<file path="src/rtl/first_fit_block_allocator_unit_macros.svh">
// Assertion macros of the first-fit block allocator RTL.
// No dependencies; the asserting file must provide clk and rst_n.
`ifndef FIRST_FIT_BLOCK_ALLOCATOR_UNIT_MACROS_SVH
`define FIRST_FIT_BLOCK_ALLOCATOR_UNIT_MACROS_SVH

`ifndef SYNTH

// Consequent must hold in the same cycle as the antecedent.
`define FFB_ASSERT_SAME(label, ante, cons, msg) \
  label: assert property (@(posedge clk) disable iff (!rst_n) (ante) |-> (cons)) \
    else $error(msg);

// Consequent must hold in the cycle after the antecedent.
`define FFB_ASSERT_NEXT(label, ante, cons, msg) \
  label: assert property (@(posedge clk) disable iff (!rst_n) (ante) |=> (cons)) \
    else $error(msg);

`else

`define FFB_ASSERT_SAME(label, ante, cons, msg)

`define FFB_ASSERT_NEXT(label, ante, cons, msg)

`endif

`endif

</file>
<file path="src/rtl/ffb_pkg.sv">
// Shared types, constants and helpers of the first-fit block allocator.
// No dependencies; used by the controller, the datapath and the top level.
package ffb_pkg;

  localparam int MAX_BLOCKS  = 1024;
  localparam int BLOCK_BYTES = 512;
  localparam int BLK_SHIFT   = $clog2(BLOCK_BYTES);
  localparam int IDX_W       = $clog2(MAX_BLOCKS);
  localparam int CNT_W       = 11;
  localparam int ADDR_W      = 32;
  localparam int ENTRY_W     = CNT_W + 1;
  localparam int NEED_W      = ADDR_W + 1 - BLK_SHIFT;
  localparam int IDXF_W      = ADDR_W - BLK_SHIFT;
  localparam int CFG_IDX_W   = 1;
  localparam int CFG_W       = 32;

  localparam logic [ADDR_W-1:0] POOL_BASE_RST   = 32'h0020_0000;
  localparam logic [CNT_W-1:0]  BLOCK_COUNT_RST = CNT_W'(1024);

  localparam logic OP_ALLOC = 1'b0;
  localparam logic OP_FREE  = 1'b1;

  typedef enum logic [CFG_IDX_W-1:0] {
    REG_POOL_BASE   = 1'b0,
    REG_BLOCK_COUNT = 1'b1
  } reg_idx_t;

  typedef enum logic [2:0] {
    ST_OK        = 3'd0,
    ST_ZERO_SIZE = 3'd1,
    ST_TOO_FEW   = 3'd2,
    ST_NO_RUN    = 3'd3,
    ST_NULL_FREE = 3'd4,
    ST_OUTSIDE   = 3'd5,
    ST_NOT_USED  = 3'd6
  } status_t;

  // Commands from the controller to the datapath.
  typedef struct packed {
    logic    load;
    logic    clear;
    logic    scan_init;
    logic    scan_step;
    logic    claim_step;
    logic    free_init;
    logic    walk_step;
    logic    respond;
    status_t code;
  } ffb_cmd_t;

  // Status from the datapath to the controller.
  typedef struct packed {
    logic reinit;
    logic clear_last;
    logic zero_size;
    logic too_few;
    logic pool_empty;
    logic null_addr;
    logic outside;
    logic scan_end;
    logic scan_hit;
    logic claim_last;
    logic blk_used;
    logic walk_done;
  } ffb_stat_t;

  // Usable block count: the register value capped at the pool capacity.
  function automatic logic [CNT_W-1:0] eff_count(input logic [CNT_W-1:0] c);
    return (c > CNT_W'(MAX_BLOCKS)) ? CNT_W'(MAX_BLOCKS) : c;
  endfunction

endpackage

</file>
<file path="src/rtl/ffb_ctrl.sv">
// Controller of the first-fit block allocator: sequences table clearing,
// allocate scans, claims and releases. Uses ffb_pkg.
module ffb_ctrl
  import ffb_pkg::*;
(
  input  logic      clk,
  input  logic      rst_n,
  input  logic      start,
  input  logic      in_op,
  input  ffb_stat_t stat,
  output ffb_cmd_t  cmd,
  output logic      busy
);

  typedef enum logic [2:0] {
    S_CLEAR,
    S_IDLE,
    S_ACHK,
    S_SCAN,
    S_CLAIM,
    S_FCHK,
    S_FLOOK,
    S_FWALK
  } state_t;

  state_t state_r;
  state_t state_nxt;
  logic   busy_r;

  always_comb begin
    cmd       = '0;
    cmd.code  = ST_OK;
    state_nxt = state_r;
    case (state_r)
      S_CLEAR: begin
        cmd.clear = 1'b1;
        if (stat.clear_last) begin
          state_nxt = S_IDLE;
        end
      end
      S_IDLE: begin
        if (start) begin
          cmd.load  = 1'b1;
          state_nxt = (in_op == OP_FREE) ? S_FCHK : S_ACHK;
        end
      end
      S_ACHK: begin
        state_nxt = S_IDLE;
        if (stat.zero_size) begin
          cmd.respond = 1'b1;
          cmd.code    = ST_ZERO_SIZE;
        end else if (stat.too_few) begin
          cmd.respond = 1'b1;
          cmd.code    = ST_TOO_FEW;
        end else if (stat.pool_empty) begin
          cmd.respond = 1'b1;
          cmd.code    = ST_NO_RUN;
        end else begin
          cmd.scan_init = 1'b1;
          state_nxt     = S_SCAN;
        end
      end
      S_SCAN: begin
        cmd.scan_step = 1'b1;
        if (stat.scan_end) begin
          if (stat.scan_hit) begin
            state_nxt = S_CLAIM;
          end else begin
            cmd.respond = 1'b1;
            cmd.code    = ST_NO_RUN;
            state_nxt   = S_IDLE;
          end
        end
      end
      S_CLAIM: begin
        cmd.claim_step = 1'b1;
        if (stat.claim_last) begin
          cmd.respond = 1'b1;
          state_nxt   = S_IDLE;
        end
      end
      S_FCHK: begin
        state_nxt = S_IDLE;
        if (stat.null_addr) begin
          cmd.respond = 1'b1;
          cmd.code    = ST_NULL_FREE;
        end else if (stat.outside) begin
          cmd.respond = 1'b1;
          cmd.code    = ST_OUTSIDE;
        end else begin
          cmd.free_init = 1'b1;
          state_nxt     = S_FLOOK;
        end
      end
      S_FLOOK: begin
        if (!stat.blk_used) begin
          cmd.respond = 1'b1;
          cmd.code    = ST_NOT_USED;
          state_nxt   = S_IDLE;
        end else begin
          cmd.walk_step = 1'b1;
          if (stat.walk_done) begin
            cmd.respond = 1'b1;
            state_nxt   = S_IDLE;
          end else begin
            state_nxt = S_FWALK;
          end
        end
      end
      S_FWALK: begin
        cmd.walk_step = 1'b1;
        if (stat.walk_done) begin
          cmd.respond = 1'b1;
          state_nxt   = S_IDLE;
        end
      end
      default: begin
        state_nxt = S_IDLE;
      end
    endcase
    // A block count write restarts the table clear.
    if (stat.reinit) begin
      state_nxt = S_CLEAR;
    end
  end

  always_ff @(posedge clk) begin
    if (!rst_n) begin
      state_r <= S_CLEAR;
      busy_r  <= 1'b1;
    end else begin
      state_r <= state_nxt;
      busy_r  <= (state_nxt != S_IDLE);
    end
  end

  assign busy = busy_r;

endmodule

</file>
<file path="config.mk">
export PLATFORM = sky130hd
export DESIGN_NAME = ffb_ctrl
export DESIGN_NICKNAME = d
export VERILOG_FILES = /design/src/rtl/first_fit_block_allocator_unit_macros.svh /design/src/rtl/ffb_pkg.sv /design/src/rtl/ffb_ctrl.sv
export SDC_FILE = /design/constraint.sdc
export NUM_CORES = 1
export LEC_CHECK = 0
export ABC_AREA = 1
export BUFFER_PORTS_ARGS = -buffer_cell sky130_fd_sc_hd__buf_2
export CAP_MARGIN = 20
export CORE_UTILIZATION = 30
export CTS_BUF_LIST = sky130_fd_sc_hd__clkbuf_8
export DETAILED_ROUTE_END_ITERATION = 10
export HOLD_SLACK_MARGIN = 0.05
export PLACE_DENSITY = 0.69
export SLEW_MARGIN = 10
export SYNTH_ARGS = -nofsm -noshare
export SYNTH_HDL_FRONTEND = slang
export SYNTH_SLANG_ARGS = --single-unit
</file>
<file path="constraint.sdc">
create_clock -name clk -period 1.75 [get_ports clk]
set_clock_uncertainty 0.15 [all_clocks]
set_input_delay 0.35 -clock clk [delete_from_list [all_inputs] [get_ports clk]]
set_output_delay 0.35 -clock clk [all_outputs]
set_load 0.01 [all_outputs]
</file>
==> flow_summary.toml <==
[timing]
setup_viol = 0
final_max_slew_viol_count = 0
grt_setup_unrepaired = "true"
min_period_ns = 1.72
relSlewSlack_pct = 74.6
finalCritPeriodShare_pct = 98.1
max_freq_mhz = 582
fin_tns_setup_ns = 0
hold_viol = 0
worst_hold_slack_ns = 0.243
worstMarginPinSlew_ns = 0.378

[power]
seqPwrFrac_pct = 25.5
peakVddDrop_uv = 270
p_per_area_mw_per_mm2 = 481
internal-power_uw = 276
p_comb_share_pct = 22.1
p_sw_uw = 97.0
leakage_uw = 0.000496
clkPwrFrac_pct = 52.4
switching_share_pct = 26.0

[cells_and_area]
nFillCells = 149
register_area_um2 = 91.3
stdcell_count = 146
area_growth_pct = 58.4
nets = 148
multi_input_area_um2 = 357
drive_above_1_share_pct = 42.3
n_antenna_cell = 0

[clock_tree]
cts_made_buffers = 3
clk_latency_ns = 0.22
clockRootBuffer = "clkbuf_8"
postCtsHoldBufs = 0
clkTransAtPathRegs_ns = 0.03
ctsLongestPathBuffers = 2
cts_tree = "yes"
clkSinkCount = 4
h-tree-depth = 1

[global_routing]
first_global_vias = 632
grt_pass1_wl_um = 2430
grt.total_usage_pct = 16.8
grt.overflow.total = 0
grt_max_degree = 8
antenna_found_initial = 0

[floorplan]
core.rowCount = 14
fp.coreArea_mm2 = 0.00152
start_util_pct = 32.2
io_pins = 28
die_area_mm2 = 0.00180
die_x_um = 42.4
die_y_um = 42.4

[setup_path]
critPathMaxStageDelay_ns = 0.40
cp.arrival_ns = 1.22
crit_start = "state_r[2]$_SDFF_PN0_"
end_kind = "output port"
crit_fanout = 7
critPathSlowestCell = "dfxtp_4"
cp_cell_sequence = "inv_4, nand2_4, nor2_4, inv_2, o22ai_2, nor2_1, nand3_1, buf_2"
r2r_start = "state_r[2]$_SDFF_PN0_"
crit_type = "flop to output port"
crit_required_ns = 1.25
start_kind = "flop"

[drt]
routed_via_density = 4.73
drc = 0
vias = 691
post_drt_wl_per_cell_um = 10.4
drtIter0Drc = 17
firstDrtPassIters = 4
routed_wirelength_um = 1520
postRouteAntennaNets = 0

[synth]
netlist_instances = 95
synth_nets = 111
syn_area_um2 = 490
synth_cell_types = 18
synth_warnings = 0
synth-seq-cells = 4
ys_seq_area_share_pct = 16.3
syn_avg_cell_area_um2 = 5.16

[placed_design]
dp_hpwl_um = 1170
gp_congestion = 0.827
io_buffers = 27
dp.cells = 140

[hold_path]
hp-start = "rst_n"
hp-class = "input port to flop"

[job]
cap_violations = 0

[outcome]
outcome = "completed"
-- routing by layer --
| layer | up-vias | track usage (%) | part of all wire, % |
|---|---|---|---|
| li1 | 361 | - | - |
| met1 | 312 | 19.7 | 45 |
| met2 | 18 | 32.0 | 52 |
| met3 | 0 | 0.431 | 3.5 |
| met4 | 0 | 5.63 | 0 |
| met5 | - | 0 | 0 |
-- worst max-delay path, delay by kind of cell (launching register included) --
kind / cells / cell delay (ns)
AOI/OAI and AO/OA: 1 / 0.06
DFF: 1 / 0.40
and+or+nand+nor: 4 / 0.29
buffers and inverters: 3 / 0.26
-- synth_stat cells --
| cell | n | area, um2 |
|---|---|---|
| nor2_4 | 2 | 22.5 |
| buf_4 | 2 | 15.0 |
| o221ai_1 | 1 | 8.76 |
| nand2_2 | 2 | 12.5 |
| nand3b_1 | 1 | 7.51 |
| dfxtp_1 | 4 | 80.1 |
| o21bai_1 | 1 | 7.51 |
| o22ai_1 | 1 | 6.26 |
| o31ai_1 | 1 | 7.51 |
| inv_2 | 1 | 3.75 |
| nand3_1 | 12 | 60.1 |
| o21ai_0 | 1 | 5.00 |
| inv_1 | 19 | 71.3 |
| nor3_1 | 2 | 10.0 |
| a21oi_1 | 1 | 5.00 |
| nor2_2 | 1 | 6.26 |
| nand2_1 | 21 | 78.8 |
| nor2_1 | 22 | 82.6 |
-- logic make-up after synthesis --
kind of cell | Yosys count | synth area share (%)
simple gates | 63 | 57.1
compound gates | 6 | 8.16
buf+inv | 22 | 18.4
flops | 4 | 16.3
-- registers in the layout, indices dropped and copies added (netlist names) --
register  flops
state_r       3
busy          1
-- power groups by stage --
stage / registers (uW) / logic, uW / clock network (uW)
finish: 95.4 / 82.4 / 196
global route: 95.7 / 92.7 / 201
CTS: 95.1 / 78.7 / 199
detailed placement: 99.8 / 70.4 / 0
global placement: 99.4 / 68.4 / 0
floorplan: 99.3 / 37.1 / 0
-- through the flow --
stage | setup WS (ns) | area [um2] | power [uW] | utilization (%)
5_1_grt | -0.0405 | 777 | 389 | 51.0
6_report | 0.0330 | 777 | 373 | 51.0
4_1_cts | 0.0228 | 754 | 373 | 49.5
2_1_floorplan | 0.272 | 490 | 136 | -
3_5_place_dp | 0.104 | 661 | 170 | 43.3
3_3_place_gp | 0.137 | 661 | 168 | 43.3
-- path summary, 6_finish.rpt --
path / endpoint / slack (ns) / cells past startpoint
max: cmd[3] / 0.03 / 8
min: state_r[1]$_SDFF_PN0_ / 0.24 / 3
max reg2reg: busy$_SDFF_PN1_ / 0.32 / 7
min reg2reg: state_r[0]$_SDFF_PN0_ / 0.63 / 5
-- area by class of cell --
type                    instances  area share, %
repair buffers                 34           24.2
inverters                      20           10.3
multi-input cells              69           45.9
well taps                      16           2.58
clock buffers                   3           5.31
flip-flops and latches          4           11.8
-- layout by cell type (no fill, tap or decap) --
| cell | n |
|---|---|
| a21oi_1 | 1 |
| buf_2 | 27 |
| buf_4 | 7 |
| clkbuf_8 | 3 |
| dfxtp_1 | 1 |
| dfxtp_4 | 3 |
| inv_1 | 16 |
| inv_2 | 2 |
| inv_4 | 2 |
| nand2_1 | 19 |
| nand2_2 | 3 |
| nand2_4 | 1 |
| nand3_1 | 11 |
| nand3_2 | 1 |
| nand3b_1 | 1 |
| nor2_1 | 20 |
| nor2_2 | 1 |
| nor2_4 | 4 |
| nor3_1 | 2 |
| o21ai_0 | 1 |
| o21bai_1 | 1 |
| o221ai_1 | 1 |
| o22ai_2 | 1 |
| o31ai_1 | 1 |
-- what timing repair did --
item,in CTS,in global routing
gates resized for setup,15,5
buffers inserted,3,1
setup endpoints to repair,5,3
pin swaps,5,5
No activity file was read; power rests on OpenSTA's default activity.
